File: src/hdl/pngu_pkg.sv
// Shared types, constants and helpers for the PNG row unfilter.
package pngu_pkg;

   localparam int PIXEL_BYTES_MAX = 8;
   localparam int HIST_IDX_W      = $clog2(PIXEL_BYTES_MAX);
   localparam int BPP_W           = 4;
   localparam int BYTE_W          = 8;

   typedef enum logic [2:0] {
      FILT_NONE  = 3'd0,
      FILT_SUB   = 3'd1,
      FILT_UP    = 3'd2,
      FILT_AVG   = 3'd3,
      FILT_PAETH = 3'd4
   } filter_type_type;

   // history control from the handshake logic
   typedef struct packed {
      logic advance;   // an item is being reconstructed this cycle
      logic clear;     // that item starts a row
   } hist_ctrl_type;

   // bytes-per-pixel to history tap: zero acts as one, large values clamp
   function automatic logic [HIST_IDX_W-1:0] tap_index(input logic [BPP_W-1:0] bpp);
      logic [BPP_W-1:0] span;
      span = bpp;
      if (bpp == '0) begin
         span = BPP_W'(1);
      end else if (bpp > BPP_W'(PIXEL_BYTES_MAX)) begin
         span = BPP_W'(PIXEL_BYTES_MAX);
      end
      return HIST_IDX_W'(span - BPP_W'(1));
   endfunction

endpackage

File: src/hdl/pngu_history.sv
// Left and above byte histories with a selectable tap.
module pngu_history (
   input  logic                                  clock,
   input  logic                                  reset,
   input  pngu_pkg::hist_ctrl_type               ctrl,
   input  logic [pngu_pkg::BYTE_W-1:0]           new_left,
   input  logic [pngu_pkg::BYTE_W-1:0]           new_above,
   input  logic [pngu_pkg::HIST_IDX_W-1:0]       rd_idx,
   output logic [pngu_pkg::BYTE_W-1:0]           left_byte,
   output logic [pngu_pkg::BYTE_W-1:0]           upleft_byte
);

   logic [pngu_pkg::BYTE_W-1:0] left_ff  [pngu_pkg::PIXEL_BYTES_MAX];
   logic [pngu_pkg::BYTE_W-1:0] above_ff [pngu_pkg::PIXEL_BYTES_MAX];
   logic [pngu_pkg::BYTE_W-1:0] left_in  [pngu_pkg::PIXEL_BYTES_MAX];
   logic [pngu_pkg::BYTE_W-1:0] above_in [pngu_pkg::PIXEL_BYTES_MAX];

   // row start reads as an empty history
   assign left_byte   = ctrl.clear ? '0 : left_ff[rd_idx];
   assign upleft_byte = ctrl.clear ? '0 : above_ff[rd_idx];

   always_comb begin
      left_in  = left_ff;
      above_in = above_ff;
      if (ctrl.advance) begin
         for (int k = pngu_pkg::PIXEL_BYTES_MAX - 1; k > 0; k--) begin
            left_in[k]  = ctrl.clear ? '0 : left_ff[k-1];
            above_in[k] = ctrl.clear ? '0 : above_ff[k-1];
         end
         left_in[0]  = new_left;
         above_in[0] = new_above;
      end
   end

   always_ff @(posedge clock) begin
      if (reset) begin
         for (int k = 0; k < pngu_pkg::PIXEL_BYTES_MAX; k++) begin
            left_ff[k]  <= '0;
            above_ff[k] <= '0;
         end
      end else begin
         left_ff  <= left_in;
         above_ff <= above_in;
      end
   end

endmodule

File: src/hdl/pngu_predict.sv
// Predictor selection and byte reconstruction.
module pngu_predict (
   input  logic [pngu_pkg::BYTE_W-1:0]  filtered_byte,
   input  logic [pngu_pkg::BYTE_W-1:0]  above_byte,
   input  pngu_pkg::filter_type_type    filter_type,
   input  logic [pngu_pkg::BYTE_W-1:0]  left_byte,
   input  logic [pngu_pkg::BYTE_W-1:0]  upleft_byte,
   output logic [pngu_pkg::BYTE_W-1:0]  recon_byte
);

   logic signed [9:0]           d_bc, d_ac, d_abc;
   logic [8:0]                  pa, pb, pc;
   logic [pngu_pkg::BYTE_W-1:0] paeth;
   logic [pngu_pkg::BYTE_W-1:0] pred;
   logic [8:0]                  avg_sum;

   // p - a = b - c, p - b = a - c, p - c = a + b - 2c
   always_comb begin
      d_bc  = $signed({2'b00, above_byte}) - $signed({2'b00, upleft_byte});
      d_ac  = $signed({2'b00, left_byte})  - $signed({2'b00, upleft_byte});
      d_abc = d_bc + d_ac;
      pa = d_bc[9]  ? 9'(-d_bc)  : 9'(d_bc);
      pb = d_ac[9]  ? 9'(-d_ac)  : 9'(d_ac);
      pc = d_abc[9] ? 9'(-d_abc) : 9'(d_abc);
      if (pa <= pb && pa <= pc) begin
         paeth = left_byte;
      end else if (pb <= pc) begin
         paeth = above_byte;
      end else begin
         paeth = upleft_byte;
      end
   end

   assign avg_sum = {1'b0, left_byte} + {1'b0, above_byte};

   always_comb begin
      case (filter_type)
         pngu_pkg::FILT_NONE:  pred = '0;
         pngu_pkg::FILT_SUB:   pred = left_byte;
         pngu_pkg::FILT_UP:    pred = above_byte;
         pngu_pkg::FILT_AVG:   pred = avg_sum[8:1];
         pngu_pkg::FILT_PAETH: pred = paeth;
         default:              pred = '0;
      endcase
   end

   assign recon_byte = filtered_byte + pred;

endmodule

File: src/hdl/png_row_unfilter.sv
// Top level of the byte-serial PNG scanline reconstruction block.
//
// Usage:
//   req_*  : one filtered byte per word, with the reconstructed byte above it,
//            the row's filter type and a row-start flag (first byte of a row).
//   rsp_*  : one reconstructed byte per accepted request word, in order.
//   csr_*  : bytes-per-pixel (left-neighbor distance), written when idle.
//            0 acts as 1, values above 8 act as 8. Reset value 1.
// Path: an accepted word is held in the input register, then passes through
//   the predictor/add into the result register, from which its byte is taken.
// Throughput: one word per cycle while rsp_tready stays high. The limit is the
//   recurrence through the left-byte history: each result feeds the next byte's
//   predictor when bytes-per-pixel is 1.
// Reset: synchronous, active high. Clears both histories and the valid
//   flags, sets bytes-per-pixel back to 1; req_tready is low while reset is high.
// Stall: while rsp_tready is low the result holds; the input register still
//   takes one more word, then req_tready drops until the result drains.
module png_row_unfilter (
   input  logic        clock,
   input  logic        reset,
   // request: tdata, low bit up = filtered_byte[7:0], above_byte[15:8]
   input  logic        req_tvalid,
   output logic        req_tready,
   input  logic [15:0] req_tdata,
   // request: tuser, low bit up = filter_type[2:0], row_start[3]
   input  logic [3:0]  req_tuser,
   // response: tdata = recon_byte[7:0]
   output logic        rsp_tvalid,
   input  logic        rsp_tready,
   output logic [7:0]  rsp_tdata,
   // bytes_per_pixel register
   input  logic        csr_wen,
   input  logic [3:0]  csr_wdata
);

   // input register
   logic                        in_valid_ff, in_valid_in;
   logic [pngu_pkg::BYTE_W-1:0] in_filt_ff, in_above_ff;
   logic [2:0]                  in_ftype_ff;
   logic                        in_start_ff;

   // result register
   logic                        out_valid_ff, out_valid_in;
   logic [pngu_pkg::BYTE_W-1:0] out_data_ff, out_data_in;

   logic [pngu_pkg::BPP_W-1:0]  bpp_ff, bpp_in;

   logic                        req_take;
   logic                        advance;
   pngu_pkg::hist_ctrl_type     hist_ctrl;
   logic [pngu_pkg::BYTE_W-1:0] left_byte, upleft_byte, recon_byte;

   // the held word moves on when the result slot is free or being emptied
   assign advance    = in_valid_ff & (~out_valid_ff | rsp_tready);
   assign req_tready = ~reset & (~in_valid_ff | advance);
   assign req_take   = req_tvalid & req_tready;

   assign in_valid_in  = req_take | (in_valid_ff & ~advance);
   assign out_valid_in = advance | (out_valid_ff & ~rsp_tready);
   assign out_data_in  = advance ? recon_byte : out_data_ff;
   assign bpp_in       = csr_wen ? csr_wdata : bpp_ff;

   assign hist_ctrl.advance = advance;
   assign hist_ctrl.clear   = in_start_ff;

   always_ff @(posedge clock) begin
      if (reset) begin
         in_valid_ff  <= 1'b0;
         out_valid_ff <= 1'b0;
         bpp_ff       <= pngu_pkg::BPP_W'(1);
      end else begin
         in_valid_ff  <= in_valid_in;
         out_valid_ff <= out_valid_in;
         bpp_ff       <= bpp_in;
      end
   end

   // payload, no reset
   always_ff @(posedge clock) begin
      if (req_take) begin
         in_filt_ff  <= req_tdata[7:0];
         in_above_ff <= req_tdata[15:8];
         in_ftype_ff <= req_tuser[2:0];
         in_start_ff <= req_tuser[3];
      end
      out_data_ff <= out_data_in;
   end

   pngu_history u_history (
      .clock       (clock),
      .reset       (reset),
      .ctrl        (hist_ctrl),
      .new_left    (recon_byte),
      .new_above   (in_above_ff),
      .rd_idx      (pngu_pkg::tap_index(bpp_ff)),
      .left_byte   (left_byte),
      .upleft_byte (upleft_byte)
   );

   pngu_predict u_predict (
      .filtered_byte (in_filt_ff),
      .above_byte    (in_above_ff),
      .filter_type   (pngu_pkg::filter_type_type'(in_ftype_ff)),
      .left_byte     (left_byte),
      .upleft_byte   (upleft_byte),
      .recon_byte    (recon_byte)
   );

   assign rsp_tvalid = out_valid_ff;
   assign rsp_tdata  = out_data_ff;

endmodule

File: config.mk
export PLATFORM = sky130hd
export DESIGN_NAME = png_row_unfilter
export DESIGN_NICKNAME = d
export VERILOG_FILES = /design/src/hdl/pngu_pkg.sv /design/src/hdl/pngu_history.sv /design/src/hdl/pngu_predict.sv /design/src/hdl/png_row_unfilter.sv
export SDC_FILE = /design/constraint.sdc
export NUM_CORES = 1
export LEC_CHECK = 0
export ABC_CLOCK_PERIOD_IN_PS = 11800
export BUFFER_PORTS_ARGS = -buffer_cell sky130_fd_sc_hd__buf_2
export CAP_MARGIN = 20
export CORE_MARGIN = 2
export CORE_UTILIZATION = 25
export CTS_CLUSTER_SIZE = 16
export DETAILED_ROUTE_END_ITERATION = 8
export HOLD_SLACK_MARGIN = 0.15
export MAX_ROUTING_LAYER = met4
export PLACE_DENSITY_LB_ADDON = 0.25
export SLEW_MARGIN = 15
export SYNTH_ARGS = -nofsm -noshare
export SYNTH_HDL_FRONTEND = slang
export SYNTH_SLANG_ARGS = --single-unit
File: constraint.sdc
create_clock -name clock -period 11.8 [get_ports clock]
set_input_delay 2.36 -clock clock [delete_from_list [all_inputs] [get_ports clock]]
set_output_delay 2.36 -clock clock [all_outputs]
set_load 0.1 [all_outputs]
==> results of run 1 <==
[repair_timing]
action	in CTS	in global routing
buffers inserted	0	5
gates resized for setup	0	12
setup endpoints to repair	0	2
[cell families (layout without fill, tap and decap cells)]
family	Yosys count	after routing	share of synthesized area [%]
adder cells (fa/ha/maj)	65	65	7.85
buffers and inverters	128	150	4.63
flip-flops	162	162	33.2
multiplexers	46	46	7.80
AND/OR/NAND/NOR	486	486	22.6
AO/OA/AOI/OAI	330	330	19.3
XOR/XNOR	50	50	4.57
[final timing paths]
check                                                         from                                 end  slack, ps  cells after the start
worst min register to register  u_history.left_ff[62]$_SDFFE_PP0P_  u_history.left_ff[62]$_SDFFE_PP0P_        470                      2
worst max register to register              bpp_ff[1]$_SDFFE_PP0P_  u_history.left_ff[63]$_SDFFE_PP0P_        710                     48
worst max-delay path                        bpp_ff[1]$_SDFFE_PP0P_  u_history.left_ff[63]$_SDFFE_PP0P_        710                     48
worst min-delay path            u_history.left_ff[62]$_SDFFE_PP0P_  u_history.left_ff[62]$_SDFFE_PP0P_        470                      2
[report_power, final]
| group | internal [mW] | switching, mW |
|---|---|---|
| clock | 0.308 | 0.257 |
| combinational | 0.350 | 0.542 |
| sequential | 0.580 | 0.0138 |
| total | 1.24 | 0.813 |
[layer usage]
metal | track usage (%) | up-vias | part of all wire, %
met4 | 4.23 | 0 | 1.6
met5 | - | - | 0
met1 | 19.2 | 4395 | 48
met2 | 23.6 | 190 | 47
li1 | - | 4603 | -
met3 | 1.84 | 28 | 3.4
[layout make-up]
| cell class | count | area [µm²] | area share (%) |
|---|---|---|---|
| clock buffers | 18 | 439 | 3.64 |
| clock inverters | 14 | 155 | 1.29 |
| inverters | 49 | 185 | 1.53 |
| multi-input cells | 977 | 6670 | 55.2 |
| flip-flops and latches | 162 | 3520 | 29.2 |
| well taps | 539 | 674 | 5.59 |
| repair buffers | 69 | 425 | 3.52 |
[cell usage in the layout, fill, tap and decap left out, types with 28 or more instances in the layout]
master,synthesis,routed
nand2_1,104,104
a21oi_1,178,176
buf_2,2,37
inv_1,49,47
dfxtp_1,134,134
nor2_1,152,151
o21ai_0,31,30
mux4_2,29,29
and3_1,114,114
ha_1,60,59
edfxtp_1,28,28
buf_4,0,32
xnor2_1,36,34
[sequential cells by signal, summed over array words and instances (netlist names)]
name and count:
in_start_ff 1, rsp_tdata 8, u_history.above_ff 64, in_ftype_ff 3, rsp_tvalid 1, bpp_ff 4, in_valid_ff 1, in_filt_ff 8
u_history.left_ff 64, in_above_ff 8
[worst min-delay path, stage by stage (launching register included)]
cell     delay, ps
dfxtp_1        320
nand2_1         50
a21oi_1         50
[stage by stage]
step	setup TNS (ps)	power, mW	area [µm²]
after CTS	0	2.05	12000
after floorplan	0	1.24	10600
after global routing	-11.7	2.18	12100
after global placement	0	1.47	11400
final	0	2.05	12100
after detailed placement	0	1.48	11400
==> run summary, run 1 <==
- 10,600 µm² — Netlist Area Pre-Place
- 0.102 mV — Worst IR Drop VDD
- 0 — number of max-cap violations
- 39 — I/O pin count
- clkbuf_16 — clock root buffer
- 12 — highest net fanout along the worst path
- 162 — number of sinks driven by the clock tree
- 1,359 — nets in the synthesized netlist
- 13.0% — fraction of layout instances using a drive strength above 1
- 0% — share of synthesized flip-flops with an asynchronous set or reset
- 5 — number of optimization iterations in the first detailed-route pass
- 8,792 — vias in the first global route
- 25.3% — post-synth top area share
- 75 — number of placement rows
- 34.9% — relative max-transition margin
- 0 — antenna violations before repair
- a21oi_1 — most frequent cell after synthesis
- 33.2% — post-synthesis sequential area ratio
- 210 µm — die span in x
- 8.37 µm² — average size of a mapped cell
- 44,100 µm² — area of the die
- dfxtp_1 — library cell with the largest summed area after synthesis
- 1,368 — Net count, final
- 13.9% — area added between synthesis and finish
- finished clean — outcome
- 1,267 — Cells after Synth
- flip-flop — crit end category
- flip-flop — kind of start point of the critical path
- 49,400 µm — wire length of the first global-routing pass
- 78 — count of different cell masters after synthesis
- 712 ps — Worst Slack Setup Final
- 5.04 — detailed-route vias per instance
- compound AO/OA/AOI/OAI gates — CP delay by family, top
- 0 — remaining routing DRC violations
- 2 — CP bufs+invs
- 14.6% — all-layer global routing usage
- 22,100 µm — half-perimeter wire length of the detailed placement result
- 0 — GRT Residual Overflow
- 1,828 — final cell count without fillers
- 0 — Final Hold Fails
- 25.3% — starting density of the core
- dfxtp_1 — main flop type after synthesis
- reg2reg — startpoint-to-endpoint class of the critical path
- 90.2 MHz — Highest Clock Rate
- 17.0 µm — post-detailed-route wirelength per cell
- dfxtp_1, a21oi_1, edfxtp_1 — biggest area contributors in the synthesized netlist
- 0 — number of nets with antenna violations after routing
- 540 ps — highest cell delay on the worst timing path
- 721 — first-iteration detailed-routing DRC count
- 170 nW/µm² — power density over cell area
- 2 — maximum number of buffers from clock root to sink
- 1,791 — number of cells after detailed placement
- 474 ps — worst hold margin
- 4,502 — Fill cells
- 28.8% — post-layout utilization of the core
- 0 — setup-violating endpoint count in the final report
- 10.6 ps — Fin Clk Skew
- 28 — count of flip-flops with a built-in enable after synthesis
- 0 — number of diodes added for antenna fixing
- reg2reg — Hold WC Path Type
- 31,000 µm — wirelength, routed
- 162 — total of flip-flops plus latches after synthesis
- a21oi_1, nor2_1, dfxtp_1, and3_1, nand2_1 — commonest cells in the netlist
- 41,900 µm² — standard cell core area
- 92 — pin count of the biggest net entering global routing
- 0 — YS warnings
- built — CTS tree
- 210 µm — die outline height
- 0.890 — Placer Congestion
- 0 — pins over their slew limit
- 430 ps — clock latency on the worst-skew pair
- 94.0% — part of the cycle the worst path needs
- 5.08 nW — Pleak
- ha_2 — Crit-path slowest cell
- 0 — number of hold buffers added after CTS
- 11,090 ps — Min Clock Period, post-route
- a21o_1 — most used cell, CP
- 9,216 — total number of vias
- 38 — number of input and output port buffers inserted
- 431 ps — Setup WS pre-CTS
- 17 — clock buffers created by TritonCTS
- 4 — H-tree levels
- 976 ps — slew of the pin with the lowest slew margin
- 12,130 ps — required time at the endpoint of the critical path
- 70 ps — clock slew at reported path FFs
- 11,420 ps — arrival time at the worst endpoint
(Power assumes the default switching activity.)
==> run 2: changes to the inputs <==
--- a/config.mk
+++ b/config.mk
@@ -5,13 +5,13 @@
 export SDC_FILE = /design/constraint.sdc
 export NUM_CORES = 1
 export LEC_CHECK = 0
-export ABC_CLOCK_PERIOD_IN_PS = 11800
-export BUFFER_PORTS_ARGS = -buffer_cell sky130_fd_sc_hd__buf_2
+export ABC_CLOCK_PERIOD_IN_PS = 13500
 export CAP_MARGIN = 20
 export CORE_MARGIN = 2
 export CORE_UTILIZATION = 25
 export CTS_CLUSTER_SIZE = 16
 export DETAILED_ROUTE_END_ITERATION = 8
+export DONT_BUFFER_PORTS = 1
 export HOLD_SLACK_MARGIN = 0.15
 export MAX_ROUTING_LAYER = met4
 export PLACE_DENSITY_LB_ADDON = 0.25
==> constraint.sdc (replaced) <==
create_clock -name clock -period 13.5 [get_ports clock]
set_input_delay 2.7 -clock clock [delete_from_list [all_inputs] [get_ports clock]]
set_output_delay 2.7 -clock clock [all_outputs]
set_load 0.1 [all_outputs]
==> run 2 against run 1 <==
  * Final cell count shrank 3.1%
  * Sequential power decreased by 7.7%
  * Utilization down 0.97 points
  * Die area stayed put
  * Global-route usage decreased by 0.34 points
  * Clock power is 16% lower
  * Count of clock-buffer cells in the layout shrank 1
  * Hold slack got worse by 2.6 ps
  * Clock skew grew 1.3 ps
==> run summary, run 2 (synthesis results as in run 1) <==
- 44,100 µm² — area of the die, unchanged
- 0 — remaining routing DRC violations, unchanged
- 13,840 ps — required time at the endpoint of the critical path, +1710 ps
- 10.1% — area added between synthesis and finish
- 41,900 µm² — standard cell core area, unchanged
- 0 — antenna violations before repair, unchanged
- 1.73 mW — post-layout total power, -16%
- 0.0864 mV — Worst IR Drop VDD, -15%
- 5.14 — detailed-route vias per instance, +2.0%
- 5 — number of optimization iterations in the first detailed-route pass, unchanged
- 1.04 mW — Internal Power, -16%
- 0 — setup-violating endpoint count in the final report, unchanged
- 0 — number of max-cap violations, unchanged
- 9,106 — total number of vias, -1.2%
- flip-flop — crit end category
- 0 — Final Hold Fails, unchanged
- built — CTS tree
- 687 µW — power spent charging and discharging nets, -15%
- 25.3% — starting density of the core, unchanged
- 81.3 MHz — Highest Clock Rate, -9.9%
- flip-flop — kind of start point of the critical path
- finished clean — outcome
- 0 — number of nets with antenna violations after routing, unchanged
- 21,300 µm — half-perimeter wire length of the detailed placement result, -3.6%
- 31.7% — Reg power frac, +2.7 points
- 1200 ps — Reg2Reg Setup Slack, +490 ps
- 471 ps — worst hold margin, -2.64 ps
- 148 nW/µm² — power density over cell area, -13%
- 4 — H-tree levels, unchanged
- no — setup repair after global routing missed its margin
- 17 — clock buffers created by TritonCTS, unchanged
- 91.1% — part of the cycle the worst path needs, -2.8 points
- 30,500 µm — wirelength, routed, -1.6%
- 4.80 nW — Pleak, -5.5%
- 0 ps — setup total negative slack, unchanged
- 0 — number of hold buffers added after CTS, unchanged
- 137 — pin count of the biggest net entering global routing, +49%
- 18 — highest net fanout along the worst path, +6
- 210 µm — die outline height, unchanged
- u_history.above_ff: 64 flops, u_history.left_ff: 64 flops — largest registers in the final layout
- 440 ps — clock latency on the worst-skew pair, about the same
- a21oi_1 — most common cell after layout, fill and taps aside
- 0 — number of cells upsized or downsized after cts, unchanged
- reg2reg — startpoint-to-endpoint class of the critical path
- 14.3% — all-layer global routing usage, -0.34 points
- 17.2 µm — post-detailed-route wirelength per cell, +1.6%
- 0 — GRT Residual Overflow, unchanged
- clkbuf_16 — clock root buffer
- 31.5% — relative max-transition margin, -3.4 points
- 48,300 µm — wire length of the first global-routing pass, -2.1%
- 0 — number of input and output port buffers inserted, -100%
- 70 ps — clock slew at reported path FFs, about the same
- 8,512 — vias in the first global route, -3.2%
- 162 — number of sinks driven by the clock tree, unchanged
- 2 — count of cells along the worst hold path, unchanged
- 0 — pins over their slew limit, unchanged
- 680 — first-iteration detailed-routing DRC count, -5.7%
- 1,311 — Net count, final, -4.2%
- 1030 ps — slew of the pin with the lowest slew margin, +53.2 ps
- 75 — number of placement rows, unchanged
- 12,640 ps — arrival time at the worst endpoint, +1220 ps
- 8.04% — fraction of layout instances using a drive strength above 1, -4.9 points
- 39.7% — net switching fraction of the power, +0.097 points
- 0 — number of diodes added for antenna fixing, unchanged
- a311oi_1 — Crit-path slowest cell
- 0 — Setup Buffers After CTS, unchanged
- 210 µm — die span in x, unchanged
- 39 — I/O pin count, unchanged
- 11.9 ps — Fin Clk Skew, +1.34 ps
- 27.5% — clock share of power, about the same
- reg2reg — Hold WC Path Type
- 12,300 ps — Min Clock Period, post-route, +1210 ps
- 2 — maximum number of buffers from clock root to sink, unchanged
- 40.8% — part of the power in combinational logic, -2.7 points
- 49 — worst reg-to-reg path cell count, +2.1%
- 660 ps — highest cell delay on the worst timing path, +120 ps
- 4,547 — Fill cells, +1.0%
- 27.9% — post-layout utilization of the core, -0.97 points
- a21oi_1, nor2_1, dfxtp_1, and3_1, nand2_1 — highest-count cells in the layout ignoring fill and taps
- 0.852 — Placer Congestion, -4.2%
-- run 2: path summary, 6_finish.rpt --
path	from	to
setup / recovery	bpp_ff[1]$_SDFFE_PP0P_	u_history.left_ff[63]$_SDFFE_PP0P_
hold / removal	u_history.left_ff[25]$_SDFFE_PP0P_	u_history.left_ff[25]$_SDFFE_PP0P_
setup reg to reg	bpp_ff[1]$_SDFFE_PP0P_	u_history.left_ff[63]$_SDFFE_PP0P_
hold reg to reg	u_history.left_ff[25]$_SDFFE_PP0P_	u_history.left_ff[25]$_SDFFE_PP0P_
-- run 2: through the flow --
| step | setup slack (ps) | std cells | area, µm² |
|---|---|---|---|
| finish | 1200 | 1771 | 11700 |
| global route | 121 | 1771 | 11700 |
| CTS | 1230 | 1770 | 11600 |
| detailed placement | 1260 | 1738 | 11100 |
| global placement | 1390 | 1738 | 11100 |
| floorplan | 1730 | 1267 | 10600 |
-- run 2: power groups by stage --
stage          Combinational [mW]  Sequential [mW]  Clock, mW
2_1_floorplan               0.536            0.551          0
3_3_place_gp                0.703            0.560          0
3_5_place_dp                0.697            0.560          0
4_1_cts                     0.703            0.549      0.494
5_1_grt                     0.776            0.549      0.512
6_report                    0.705            0.548      0.476
-- run 2: routing by layer --
| layer | track usage, % | part of all wire [%] | up-vias |
|---|---|---|---|
| li1 | - | - | 4485 |
| met5 | - | 0 | - |
| met2 | 22.1 | 46 | 177 |
| met3 | 1.84 | 3.6 | 35 |
| met1 | 19.2 | 48 | 4409 |
| met4 | 4.72 | 2.1 | 0 |
-- run 2: worst max-delay path, delay by kind of cell (launching register included) --
family,cells,cell delay [ps]
AO/OA/AOI/OAI,25,6160
XOR/XNOR,3,1030
adder cells (fa/ha/maj),7,2320
buffers and inverters,4,690
flip-flops,1,350
multiplexers,1,260
AND/OR/NAND/NOR,9,1360
-- run 2: cell type report --
| type | count | area [µm²] | area share [%] |
|---|---|---|---|
| multi-input cells | 977 | 6600 | 56.6 |
| flip-flops and latches | 162 | 3520 | 30.2 |
| well taps | 539 | 674 | 5.78 |
| clock buffers | 17 | 425 | 3.65 |
| inverters | 49 | 185 | 1.59 |
| clock inverters | 15 | 146 | 1.25 |
| repair buffers | 12 | 110 | 0.944 |
